`config.mk`:
```
export PLATFORM = sky130hd
export DESIGN_NAME = chained_xor_packet_codec
export DESIGN_NICKNAME = d
export VERILOG_FILES = /design/src/rtl/cxpc_pkg.sv /design/src/rtl/chained_xor_packet_codec.sv
export SDC_FILE = /design/constraint.sdc
export NUM_CORES = 1
export LEC_CHECK = 0
export BUFFER_PORTS_ARGS = -buffer_cell sky130_fd_sc_hd__buf_4
export CORE_MARGIN = 4
export CORE_UTILIZATION = 45
export CTS_BUF_LIST = sky130_fd_sc_hd__clkbuf_16
export CTS_CLUSTER_SIZE = 14
export DETAILED_ROUTE_END_ITERATION = 10
export GPL_TIMING_DRIVEN = 0
export PLACE_DENSITY = 0.74
export SYNTH_ARGS = -nofsm -noshare
export SYNTH_HDL_FRONTEND = slang
export SYNTH_SLANG_ARGS = --single-unit
```
`constraint.sdc`:
```
create_clock -name aclk -period 4.85 [get_ports aclk]
set_input_delay 0.2425 -clock aclk [delete_from_list [all_inputs] [get_ports aclk]]
set_output_delay 0.2425 -clock aclk [all_outputs]
set_load 0.005 [all_outputs]
```
`src/rtl/cxpc_pkg.sv`:
```
`default_nettype none

package cxpc_pkg;

    localparam int LENGTH_BITS   = 16;
    localparam int COUNT_W       = LENGTH_BITS + 1;
    localparam int PAYLOAD_LEN_W = 16;
    localparam int CFG_INDEX_W   = 2;
    localparam int CFG_DATA_W    = 8;

    localparam logic [CFG_INDEX_W-1:0] REG_FIXED_KEY = 2'd0;
    localparam logic [CFG_INDEX_W-1:0] REG_SEND_KEY  = 2'd1;

    localparam logic [7:0] FIXED_KEY_RESET = 8'hA9;
    localparam logic [7:0] SEND_KEY_RESET  = 8'h31;

    localparam logic MODE_ENCODE = 1'b0;
    localparam logic MODE_DECODE = 1'b1;

    typedef struct packed {
        logic       mode;
        logic [7:0] data_byte;
        logic       first;
        logic       last;
        logic [7:0] packet_key;
        logic [7:0] expected_checksum;
    } cxpc_in_t;

    typedef struct packed {
        logic [7:0]               out_byte;
        logic                     end_of_packet;
        logic [7:0]               checksum;
        logic [PAYLOAD_LEN_W-1:0] payload_length;
        logic                     checksum_ok;
        logic                     too_long;
    } cxpc_out_t;

    // keystream byte for one stage: previous stage output + key + index + 1
    function automatic logic [7:0] stage_pad(input logic [7:0] chain,
                                             input logic [7:0] key,
                                             input logic [7:0] pos);
        stage_pad = chain + key + pos + 8'd1;
    endfunction

endpackage

`default_nettype wire

```
`src/rtl/chained_xor_packet_codec.sv`:
```
// The result of an accepted input transaction appears on m_data in the next cycle.
// Throughput: one byte per cycle while m_ready is high; the chain, index, sum and count registers
// update in the same cycle the byte is accepted, and one output register holds the result.
// Reset (aresetn low, synchronous): keys return to 0xA9 (fixed) and 0x31 (send),
// chains, index, sum, count and held header values clear, output goes invalid.
`default_nettype none

module chained_xor_packet_codec
    import cxpc_pkg::*;
(
    input  wire logic                   aclk,
    input  wire logic                   aresetn,

    input  wire logic                   cfg_we,
    input  wire logic [CFG_INDEX_W-1:0] cfg_index,
    input  wire logic [CFG_DATA_W-1:0]  cfg_wdata,

    input  wire logic                   s_valid,
    output logic                        s_ready,
    input  wire cxpc_in_t               s_data,

    output logic                        m_valid,
    input  wire logic                   m_ready,
    output cxpc_out_t                   m_data
);

    logic [7:0]         fixed_key_reg;
    logic [7:0]         send_key_reg;
    logic [7:0]         key_chain_reg,  key_chain_next;
    logic [7:0]         fixed_chain_reg, fixed_chain_next;
    logic [7:0]         pos_reg,        pos_next;
    logic [7:0]         sum_reg,        sum_next;
    logic [COUNT_W-1:0] count_reg,      count_next;
    logic [7:0]         pkey_reg,       pkey_next;
    logic [7:0]         exp_sum_reg,    exp_sum_next;
    logic               m_valid_reg;
    cxpc_out_t          m_data_reg,     m_data_next;

    logic                   accept;
    logic [7:0]             key_chain_cur;
    logic [7:0]             fixed_chain_cur;
    logic [7:0]             pos_cur;
    logic [7:0]             sum_cur;
    logic [COUNT_W-1:0]     count_cur;
    logic [7:0]             mid;
    logic [7:0]             plain;
    logic [7:0]             result;
    logic [LENGTH_BITS-1:0] shown;

    // output register frees up when it is empty or being drained
    assign s_ready = !m_valid_reg || m_ready;
    assign accept  = s_valid && s_ready;
    assign m_valid = m_valid_reg;
    assign m_data  = m_data_reg;

    always_comb begin
        // first byte restarts the packet state
        key_chain_cur   = s_data.first ? 8'd0 : key_chain_reg;
        fixed_chain_cur = s_data.first ? 8'd0 : fixed_chain_reg;
        pos_cur         = s_data.first ? 8'd0 : pos_reg;
        sum_cur         = s_data.first ? 8'd0 : sum_reg;
        count_cur       = s_data.first ? '0   : count_reg;
        pkey_next       = s_data.first ? s_data.packet_key        : pkey_reg;
        exp_sum_next    = s_data.first ? s_data.expected_checksum : exp_sum_reg;

        if (s_data.mode == MODE_ENCODE) begin
            plain            = s_data.data_byte;
            mid              = plain ^ stage_pad(key_chain_cur, send_key_reg, pos_cur);
            result           = mid ^ stage_pad(fixed_chain_cur, fixed_key_reg, pos_cur);
            key_chain_next   = mid;
            fixed_chain_next = result;
        end else begin
            mid              = s_data.data_byte
                               ^ stage_pad(fixed_chain_cur, fixed_key_reg, pos_cur);
            plain            = mid ^ stage_pad(key_chain_cur, pkey_next, pos_cur);
            result           = plain;
            key_chain_next   = mid;
            fixed_chain_next = s_data.data_byte;
        end

        sum_next = sum_cur + plain;
        pos_next = pos_cur + 8'd1;
        // top bit set means the packet overran; hold there
        count_next = count_cur[LENGTH_BITS] ? count_cur : count_cur + COUNT_W'(1);
        shown      = count_next[LENGTH_BITS] ? {LENGTH_BITS{1'b1}}
                                             : count_next[LENGTH_BITS-1:0];

        m_data_next.out_byte       = result;
        m_data_next.end_of_packet  = s_data.last;
        m_data_next.checksum       = sum_next;
        m_data_next.payload_length = PAYLOAD_LEN_W'(shown);
        m_data_next.checksum_ok    = (s_data.mode == MODE_ENCODE)
                                     || (s_data.last && (sum_next == exp_sum_next));
        m_data_next.too_long       = count_next[LENGTH_BITS];
    end

    always_ff @(posedge aclk) begin
        if (!aresetn) begin
            fixed_key_reg   <= FIXED_KEY_RESET;
            send_key_reg    <= SEND_KEY_RESET;
            key_chain_reg   <= '0;
            fixed_chain_reg <= '0;
            pos_reg         <= '0;
            sum_reg         <= '0;
            count_reg       <= '0;
            pkey_reg        <= '0;
            exp_sum_reg     <= '0;
            m_valid_reg     <= 1'b0;
        end else begin
            if (cfg_we) begin
                case (cfg_index)
                    REG_FIXED_KEY: fixed_key_reg <= cfg_wdata;
                    REG_SEND_KEY:  send_key_reg  <= cfg_wdata;
                    default: ;
                endcase
            end
            if (accept) begin
                key_chain_reg   <= key_chain_next;
                fixed_chain_reg <= fixed_chain_next;
                pos_reg         <= pos_next;
                sum_reg         <= sum_next;
                count_reg       <= count_next;
                pkey_reg        <= pkey_next;
                exp_sum_reg     <= exp_sum_next;
                m_valid_reg     <= 1'b1;
            end else if (m_ready) begin
                m_valid_reg     <= 1'b0;
            end
        end
    end

    always_ff @(posedge aclk) begin
        if (accept) begin
            m_data_reg <= m_data_next;
        end
    end

    a_accept_gives_result: assert property (@(posedge aclk) disable iff (!aresetn)
        accept |=> m_valid)
        else $error("accepted transaction produced no result");

    a_no_overwrite: assert property (@(posedge aclk) disable iff (!aresetn)
        (m_valid && !m_ready) |-> !s_ready)
        else $error("input accepted while result stalled");

    a_first_length_one: assert property (@(posedge aclk) disable iff (!aresetn)
        (accept && s_data.first) |=> (m_data.payload_length == PAYLOAD_LEN_W'(1)
                                      && !m_data.too_long))
        else $error("first byte did not restart the length count");

    a_encode_ok: assert property (@(posedge aclk) disable iff (!aresetn)
        (accept && s_data.mode == MODE_ENCODE) |=> m_data.checksum_ok)
        else $error("encode result without checksum_ok");

endmodule

`default_nettype wire

```
==> load_flow_metrics.sql, run 1 <==
INSERT INTO impl_metrics (metric_group, metric, value, unit) VALUES
('global_route', 'first_pass_grt_wire_length', '30950', 'um'),
('drt', 'route.detailed.drc', '0', ''),
('drt', 'wl_per_cell', '16.82', 'um'),
('placement', 'routabilityCongestion', '0.9021', ''),
('critical_path', 'startpoint_type', 'flip-flop', ''),
('clock_network', 'cts-buffers-inserted', '17', ''),
('floorplanning', 'boundaryPins', '79', ''),
('power', 'p_total', '3.154', 'mW'),
('finish', 'area_growth', '20.55', '%'),
('global_route', 'initial_antenna_violation_count', '0', ''),
('drt', 'drtPass1Iterations', '7', ''),
('finish', 'final_layout_size_suffix_gt1_share', '17.01', '%'),
('synth', 'synth_flop_cell', 'sky130_fd_sc_hd__dfxtp_1', ''),
('hold_path', 'worst_hold_path_type', 'in -> reg', ''),
('clock_network', 'cts_tree', 'yes', ''),
('placement', 'dp_hpwl', '14000', 'um'),
('placement', 'place.port_buffers', '76', ''),
('synth', 'ys_ff_latch', '117', ''),
('critical_path', 'crit_required', '5.01', 'ns'),
('floorplanning', 'initial_utilization', '46.38', '%'),
('timing', 'fin_crit', '4.551', 'ns'),
('timing', 'final_critical_path_setup_slack', '0.2995', 'ns'),
('timing', 'setup_viol', '0', ''),
('floorplanning', 'fp.coreArea', '16000', 'sq um'),
('critical_path', 'critical_path_peak_fanout', '4', ''),
('timing', 'finalMaxSlewViolations', '0', ''),
('clock_network', 'path_clk_slew', '0.06', 'ns'),
('floorplanning', 'floorplan.die.height', '136.4', 'um'),
('clock_network', 'sinks_on_the_clock_net', '117', ''),
('drt', 'antenna_left', '0', ''),
('floorplanning', 'fp.dieArea', '18610', 'sq um'),
('synth', 'synth_area', '7421', 'sq um'),
('synth', 'synth_async_sr_flop_share', '0', '%'),
('finish', 'finish.utilization', '55.91', '%'),
('timing', 'max_clock_freq', '0.2198', 'GHz'),
('global_route', 'grtUsageTotal', '21.81', '%'),
('timing', 'timing_worst_slew_pin_value', '0.7816', 'ns'),
('floorplanning', 'core.rowCount', '46', ''),
('timing', 'min_period_over_period', '93.82', '%'),
('synth', 'syn_nets', '925', ''),
('clock_network', 'clk-insertion-delay-late', '0.43', 'ns'),
('critical_path', 'path_cells', 'nor2b_4, inv_2, ha_1, inv_1, ha_1, inv_1, fa_1, nor2b_1, o21ai_1, a21oi_2, o21a_1, nor2_2, xnor3_1, xnor2_1, o21ai_1, ha_1, o21a_1, nor2_1, a21oi_2, xnor2_4, xor2_1, xnor2_1, o21ai_1', ''),
('synth', 'synth_seq_area_share', '36.28', '%'),
('clock_network', 'maximum_clock_path_buffer_count', '2', ''),
('placement', 'dpl_worst_slack', '-0.8746', 'ns'),
('critical_path', 'timing.critical_path.arrival', '4.71', 'ns'),
('synth', 'netlist_instances', '828', ''),
('power', 'leakagePower', '3.775', 'nW'),
('synth', 'synth_cell_type_count', '58', ''),
('finish', 'finish.net_count', '1019', ''),
('timing', 'final.setup_skew', '0.01065', 'ns'),
('synth', 'synth_area_per_cell', '8.962', 'sq um'),
('critical_path', 'critical_path.max_stage_delay', '0.44', 'ns'),
('timing', 'hold_violations', '0', ''),
('clock_network', 'cts_h_tree_lvls', '4', ''),
('power', 'max-vdd-ir-drop', '0.2357', 'mV'),
('drt', 'total_routed_length', '19360', 'um'),
('global_route', 'grt_max_degree', '34', ''),
('critical_path', 'worst-setup-path-type', 'reg -> reg', ''),
('critical_path', 'timing.critical_path.slowest_stage_cell', 'sky130_fd_sc_hd__fa_1', ''),
('global_route', 'via_count_of_the_first_global_routing_pass', '5950', ''),
('placement', 'dp_cells', '1121', ''),
('critical_path', 'critical-path-top-delay-family', 'adder cells', ''),
('synth', 'synth_edf_count', '35', ''),
('drt', 'dr.first_iter.drc_count', '609', ''),
('drt', 'detailed_route_via_count', '6139', ''),
('timing', 'slew-limit-headroom', '47.70', '%'),
('finish', 'n_antenna_cell', '0', ''),
('flow_run', 'max-cap-violations', '0', ''),
('finish', 'commonest_non_fill_non_tap_cell_in_the_layout', 'sky130_fd_sc_hd__nand2_1', ''),
('clock_network', 'ctsRootBufferMaster', 'sky130_fd_sc_hd__clkbuf_16', ''),
('outcome', 'outcome', 'completed', ''),
('critical_path', 'end_kind', 'flip-flop', ''),
('global_route', 'grt_overflow', '0', ''),
('floorplanning', 'chipWidth', '136.4', 'um'),
('synth', 'synth_warnings', '0', ''),
('power', 'power.density_cell_area', '352.5', 'nW/um^2'),
('drt', 'drt-vias-per-instance', '5.334', ''),
('finish', 'finalNonFillerCells', '1151', ''),
('critical_path', 'worstPathBufferInverterCount', '3', ''),
('finish', 'final_cell_mix', '106 x sky130_fd_sc_hd__nand2_1, 81 x sky130_fd_sc_hd__dfxtp_1, 76 x sky130_fd_sc_hd__buf_4', ''),
('finish', 'flip_flop_count_of_the_largest_register_after_layout', '35', '');
[cell families (layout without fill, tap and decap cells)]
group / count (synthesis) / in the layout / share of synthesized area, %
and+or+nand+nor: 273 / 273 / 16.88
AOI/OAI and AO/OA: 166 / 166 / 13.15
DFF: 117 / 117 / 36.28
xor gates and xnor gates: 98 / 98 / 12.68
buffers and inverters: 87 / 194 / 5.109
adders and majority gates: 55 / 55 / 11.50
muxes: 32 / 32 / 4.401
[report_power, final]
| group | leakage [nW] | switching [mW] | internal, mW |
|---|---|---|---|
| registers | 1.01 | 0.0309 | 1.10 |
| clock network | 0.283 | 0.495 | 0.757 |
| logic | 2.48 | 0.421 | 0.347 |
[metal layers]
layer,track usage [%],wire (um),vias up
met2,34.73,8961,240
li1,-,-,2994
met1,28.38,8559,2855
met5,0,0,-
met3,3.997,1168,50
met4,11.09,665,0
[synth_stat cells, types with 5 or more instances]
| cell | instances | area (sq um) |
|---|---|---|
| sky130_fd_sc_hd__nor2_1 | 71 | 266.5 |
| sky130_fd_sc_hd__nand2_1 | 108 | 405.4 |
| sky130_fd_sc_hd__a21oi_1 | 64 | 320.3 |
| sky130_fd_sc_hd__dfxtp_1 | 82 | 1642 |
| sky130_fd_sc_hd__o21ai_1 | 24 | 120.1 |
| sky130_fd_sc_hd__ha_1 | 33 | 412.9 |
| sky130_fd_sc_hd__mux2i_1 | 27 | 270.3 |
| sky130_fd_sc_hd__edfxtp_1 | 35 | 1051 |
| sky130_fd_sc_hd__a211oi_1 | 11 | 82.58 |
| sky130_fd_sc_hd__nor3_1 | 9 | 45.04 |
| sky130_fd_sc_hd__xnor2_1 | 58 | 508.0 |
| sky130_fd_sc_hd__xor2_1 | 33 | 289.0 |
| sky130_fd_sc_hd__a22oi_1 | 5 | 37.54 |
| sky130_fd_sc_hd__mux2_2 | 5 | 56.30 |
| sky130_fd_sc_hd__fa_1 | 22 | 440.4 |
| sky130_fd_sc_hd__or3_1 | 7 | 43.79 |
| sky130_fd_sc_hd__a311oi_1 | 5 | 43.79 |
| sky130_fd_sc_hd__nand2b_1 | 6 | 37.54 |
| sky130_fd_sc_hd__clkbuf_1 | 26 | 97.59 |
| sky130_fd_sc_hd__o21ai_0 | 27 | 135.1 |
| sky130_fd_sc_hd__inv_2 | 5 | 18.77 |
| sky130_fd_sc_hd__and3_1 | 7 | 43.79 |
| sky130_fd_sc_hd__nand3_1 | 14 | 70.07 |
| sky130_fd_sc_hd__inv_1 | 42 | 157.7 |
| sky130_fd_sc_hd__nor2b_1 | 36 | 225.2 |
[worst reg2reg max path, delay by kind of cell (launching register included)]
family	cells	cell delay [ns]
xor gates and xnor gates	5	0.95
and+or+nand+nor	4	0.43
adders and majority gates	4	1.28
DFF	1	0.38
buffers and inverters	3	0.22
AOI/OAI and AO/OA	7	1.03
[final timing paths]
| path | slack, ns | endpoint | start | cells after the start |
|---|---|---|---|---|
| setup / recovery | 0.30 | m_data[1] | pos_reg[0] | 23 |
| hold / removal | 0.04 | send_key_reg[4] | cfg_wdata[4] | 3 |
| setup reg to reg | 0.30 | m_data[1] | pos_reg[0] | 23 |
| hold reg to reg | 0.45 | exp_sum_reg[5] | exp_sum_reg[5] | 2 |
[area by class of cell]
type                       instances  area, sq um
timing repair buffer              78        600.6
buffer                            36        205.2
clock inverter                    15        157.7
fill                            1429         7054
tap                              216        270.3
inverter                          48        180.2
clock buffer                      17        425.4
sequential                       117         2694
multi-input combinational        624         4413
[metrics by stage]
| step | hold slack, ns | TNS, ns | cell area, sq um |
|---|---|---|---|
| finish | 0.03515 | 0 | 8946 |
| CTS | 0.01742 | 0 | 8912 |
| floorplan | 0.3414 | 0 | 7423 |
| global placement | 0.4340 | -4.218 | 8264 |
| global route | 0.05583 | -0.008057 | 8946 |
| detailed placement | 0.4388 | -4.528 | 8285 |
[timing repair]
action | CTS | global route
setup buffers | 0 | 0
hold buffers | 1 | 0
gates cloned | 0 | 0
gates resized for setup | 10 | 17
endpoints found under the hold margin | 1 | 0
setup endpoints to repair | 6 | 1
No activity file was read; power rests on OpenSTA's default activity.
==> run 2: changes to the inputs <==
--- a/config.mk
+++ b/config.mk
@@ -5,14 +5,15 @@
 export SDC_FILE = /design/constraint.sdc
 export NUM_CORES = 1
 export LEC_CHECK = 0
-export BUFFER_PORTS_ARGS = -buffer_cell sky130_fd_sc_hd__buf_4
 export CORE_MARGIN = 4
 export CORE_UTILIZATION = 45
 export CTS_BUF_LIST = sky130_fd_sc_hd__clkbuf_16
 export CTS_CLUSTER_SIZE = 14
 export DETAILED_ROUTE_END_ITERATION = 10
+export DONT_BUFFER_PORTS = 1
 export GPL_TIMING_DRIVEN = 0
-export PLACE_DENSITY = 0.74
+export PLACE_DENSITY = 0.7
+export RECOVER_POWER = 50
 export SYNTH_ARGS = -nofsm -noshare
 export SYNTH_HDL_FRONTEND = slang
 export SYNTH_SLANG_ARGS = --single-unit
==> run 2 against run 1 <==
Die area stayed put. Clock power is 13% higher. Largest cell class unchanged. Non-clock buffer count is 55 lower. Cell count is 4.8% lower. Via count is 2.6% lower. Worst hold slack worse by 0.022 ns. Utilization is 1.8 points lower. Sequential power hardly changed.
==> load_flow_metrics.sql, run 2 (synthesis results as in run 1) <==
INSERT INTO impl_metrics (metric_group, metric, value, unit) VALUES
('critical_path', 'worst-setup-path-type', 'reg -> reg', ''),
('drt', 'antenna_left', '0', ''),
('global_route', 'initial_antenna_violation_count', '1', ''),
('timing', 'slew-limit-headroom', '11.98', '%'),
('timing', 'finalMaxSlewViolations', '0', ''),
('timing', 'fin_crit', '4.568', 'ns'),
('timing', 'rsz0062_at_grt', 'false', ''),
('global_route', 'first_pass_grt_wire_length', '30740', 'um'),
('floorplanning', 'initial_utilization', '46.38', '%'),
('floorplanning', 'boundaryPins', '79', ''),
('critical_path', 'crit_required', '5.00', 'ns'),
('hold_path', 'worst_hold_path_type', 'in -> reg', ''),
('drt', 'dr.first_iter.drc_count', '547', ''),
('finish', 'final_cell_mix', '107 x sky130_fd_sc_hd__nand2_1, 81 x sky130_fd_sc_hd__dfxtp_1, 70 x sky130_fd_sc_hd__nor2_1', ''),
('drt', 'wl_per_cell', '18.01', 'um'),
('flow_run', 'max-cap-violations', '0', ''),
('critical_path', 'cp_common_cell', 'sky130_fd_sc_hd__o21ai_1', ''),
('outcome', 'outcome', 'completed', ''),
('critical_path', 'timing.critical_path.slowest_stage_cell', 'sky130_fd_sc_hd__fa_1', ''),
('critical_path', 'worstPathBufferInverterCount', '1', ''),
('timing', 'setup-tns-final', '0', 'ns'),
('critical_path', 'path_cells', 'nand2_1, inv_1, fa_1, ha_1, nor2b_1, o21ai_1, a21oi_1, o21a_1, nor2_2, xnor3_1, xnor2_2, o21ai_1, ha_1, o21a_1, nor2_1, a21oi_2, xnor2_4, xor2_1, xnor2_1, o21ai_1', ''),
('drt', 'drt-vias-per-instance', '5.455', ''),
('global_route', 'grt_max_degree', '24', ''),
('timing', 'setup_viol', '0', ''),
('floorplanning', 'floorplan.die.height', '136.4', 'um'),
('finish', 'finish.net_count', '964', ''),
('drt', 'total_routed_length', '19740', 'um'),
('placement', 'dp_hpwl', '14180', 'um'),
('placement', 'dp_cells', '1045', ''),
('placement', 'place.port_buffers', '0', ''),
('critical_path', 'timing.critical_path.arrival', '4.72', 'ns'),
('clock_network', 'cts_h_tree_lvls', '4', ''),
('clock_network', 'sinks_on_the_clock_net', '117', ''),
('finish', 'flip_flop_count_of_the_largest_register_after_layout', '35', ''),
('clock_network', 'clk-insertion-delay-late', '0.43', 'ns'),
('drt', 'detailed_route_via_count', '5979', ''),
('timing', 'hold-worst-slack', '0.01282', 'ns'),
('finish', 'area_growth', '16.66', '%'),
('clock_network', 'cts_tree', 'yes', ''),
('finish', 'final_layout_size_suffix_gt1_share', '9.091', '%'),
('finish', 'finalNonFillerCells', '1096', ''),
('power', 'power.density_cell_area', '375.4', 'nW/um^2'),
('drt', 'drtPass1Iterations', '5', ''),
('floorplanning', 'fp.coreArea', '16000', 'sq um'),
('clock_network', 'cts-buffers-inserted', '17', ''),
('power', 'max-vdd-ir-drop', '0.2839', 'mV'),
('critical_path', 'critical-path-top-delay-family', 'adder cells', ''),
('finish', 'n_antenna_cell', '0', ''),
('global_route', 'grtUsageTotal', '21.77', '%'),
('power', 'p_total', '3.250', 'mW'),
('timing', 'hold_violations', '0', ''),
('clock_network', 'path_clk_slew', '0.06', 'ns'),
('clock_network', 'maximum_clock_path_buffer_count', '2', ''),
('clock_network', 'ctsRootBufferMaster', 'sky130_fd_sc_hd__clkbuf_16', ''),
('critical_path', 'critical_path_peak_fanout', '9', ''),
('floorplanning', 'chipWidth', '136.4', 'um'),
('timing', 'final.setup_skew', '0.006413', 'ns'),
('placement', 'routabilityCongestion', '0.8478', ''),
('critical_path', 'startpoint_type', 'flip-flop', ''),
('timing', 'min_period_over_period', '94.18', '%'),
('timing', 'max_clock_freq', '0.2189', 'GHz'),
('floorplanning', 'fp.dieArea', '18610', 'sq um'),
('global_route', 'via_count_of_the_first_global_routing_pass', '5757', ''),
('finish', 'commonest_non_fill_non_tap_cell_in_the_layout', 'sky130_fd_sc_hd__nand2_1', ''),
('critical_path', 'end_kind', 'flip-flop', ''),
('floorplanning', 'core.rowCount', '46', ''),
('timing', 'timing_worst_slew_pin_value', '1.320', 'ns'),
('power', 'leakagePower', '3.530', 'nW'),
('critical_path', 'critical_path.max_stage_delay', '0.42', 'ns'),
('global_route', 'grt_overflow', '0', ''),
('drt', 'route.detailed.drc', '0', ''),
('finish', 'finish.utilization', '54.11', '%');
==> run 2: final timing paths <==
| path | from | to | slack [ns] | cells after the start |
|---|---|---|---|---|
| min | cfg_wdata[2] | send_key_reg[2] | 0.01 | 2 |
| max | pos_reg[2] | m_data[1] | 0.28 | 20 |
| min reg2reg | sum_reg[6] | sum_reg[6] | 0.45 | 2 |
| max reg2reg | pos_reg[2] | m_data[1] | 0.28 | 20 |
==> run 2: power by group <==
group          switching [mW]  total (mW)  leakage, nW  internal, mW
registers              0.0403        1.14         1.01          1.10
clock network           0.491        1.41        0.310         0.914
logic                   0.400       0.700         2.21         0.300
total                   0.931        3.25         3.53          2.32
==> run 2: cell type report <==
class | instances | area [sq um]
well taps | 216 | 270.3
fillers | 1481 | 7343
multi-input cells | 624 | 4427
plain buffers | 36 | 193.9
inverters | 48 | 180.2
repair buffers | 23 | 240.2
clock inverters | 15 | 226.5
clock buffers | 17 | 425.4
flip-flops and latches | 117 | 2694
==> run 2: timing repair <==
item / in CTS / in global routing
setup endpoints to repair: 6 / 2
cloned: 0 / 0
buffers inserted: 0 / 0
gates resized for setup: 6 / 20
endpoints found under the hold margin: 29 / 0
hold buffers: 22 / 0
==> run 2: stage by stage <==
stage / cell area [sq um] / worst slack [ns]
global route: 8657 / 0.006653
global placement: 7694 / -0.9516
floorplan: 7423 / 0.06560
CTS: 8600 / 0.01205
finish: 8657 / 0.2823
detailed placement: 7715 / -0.9305
==> run 2: per-layer routing <==
metal	wire length, um	GRT usage, %
met1	8615	27.60
met2	9320	35.39
met3	1330	5.144
met4	456	9.574
met5	13	0
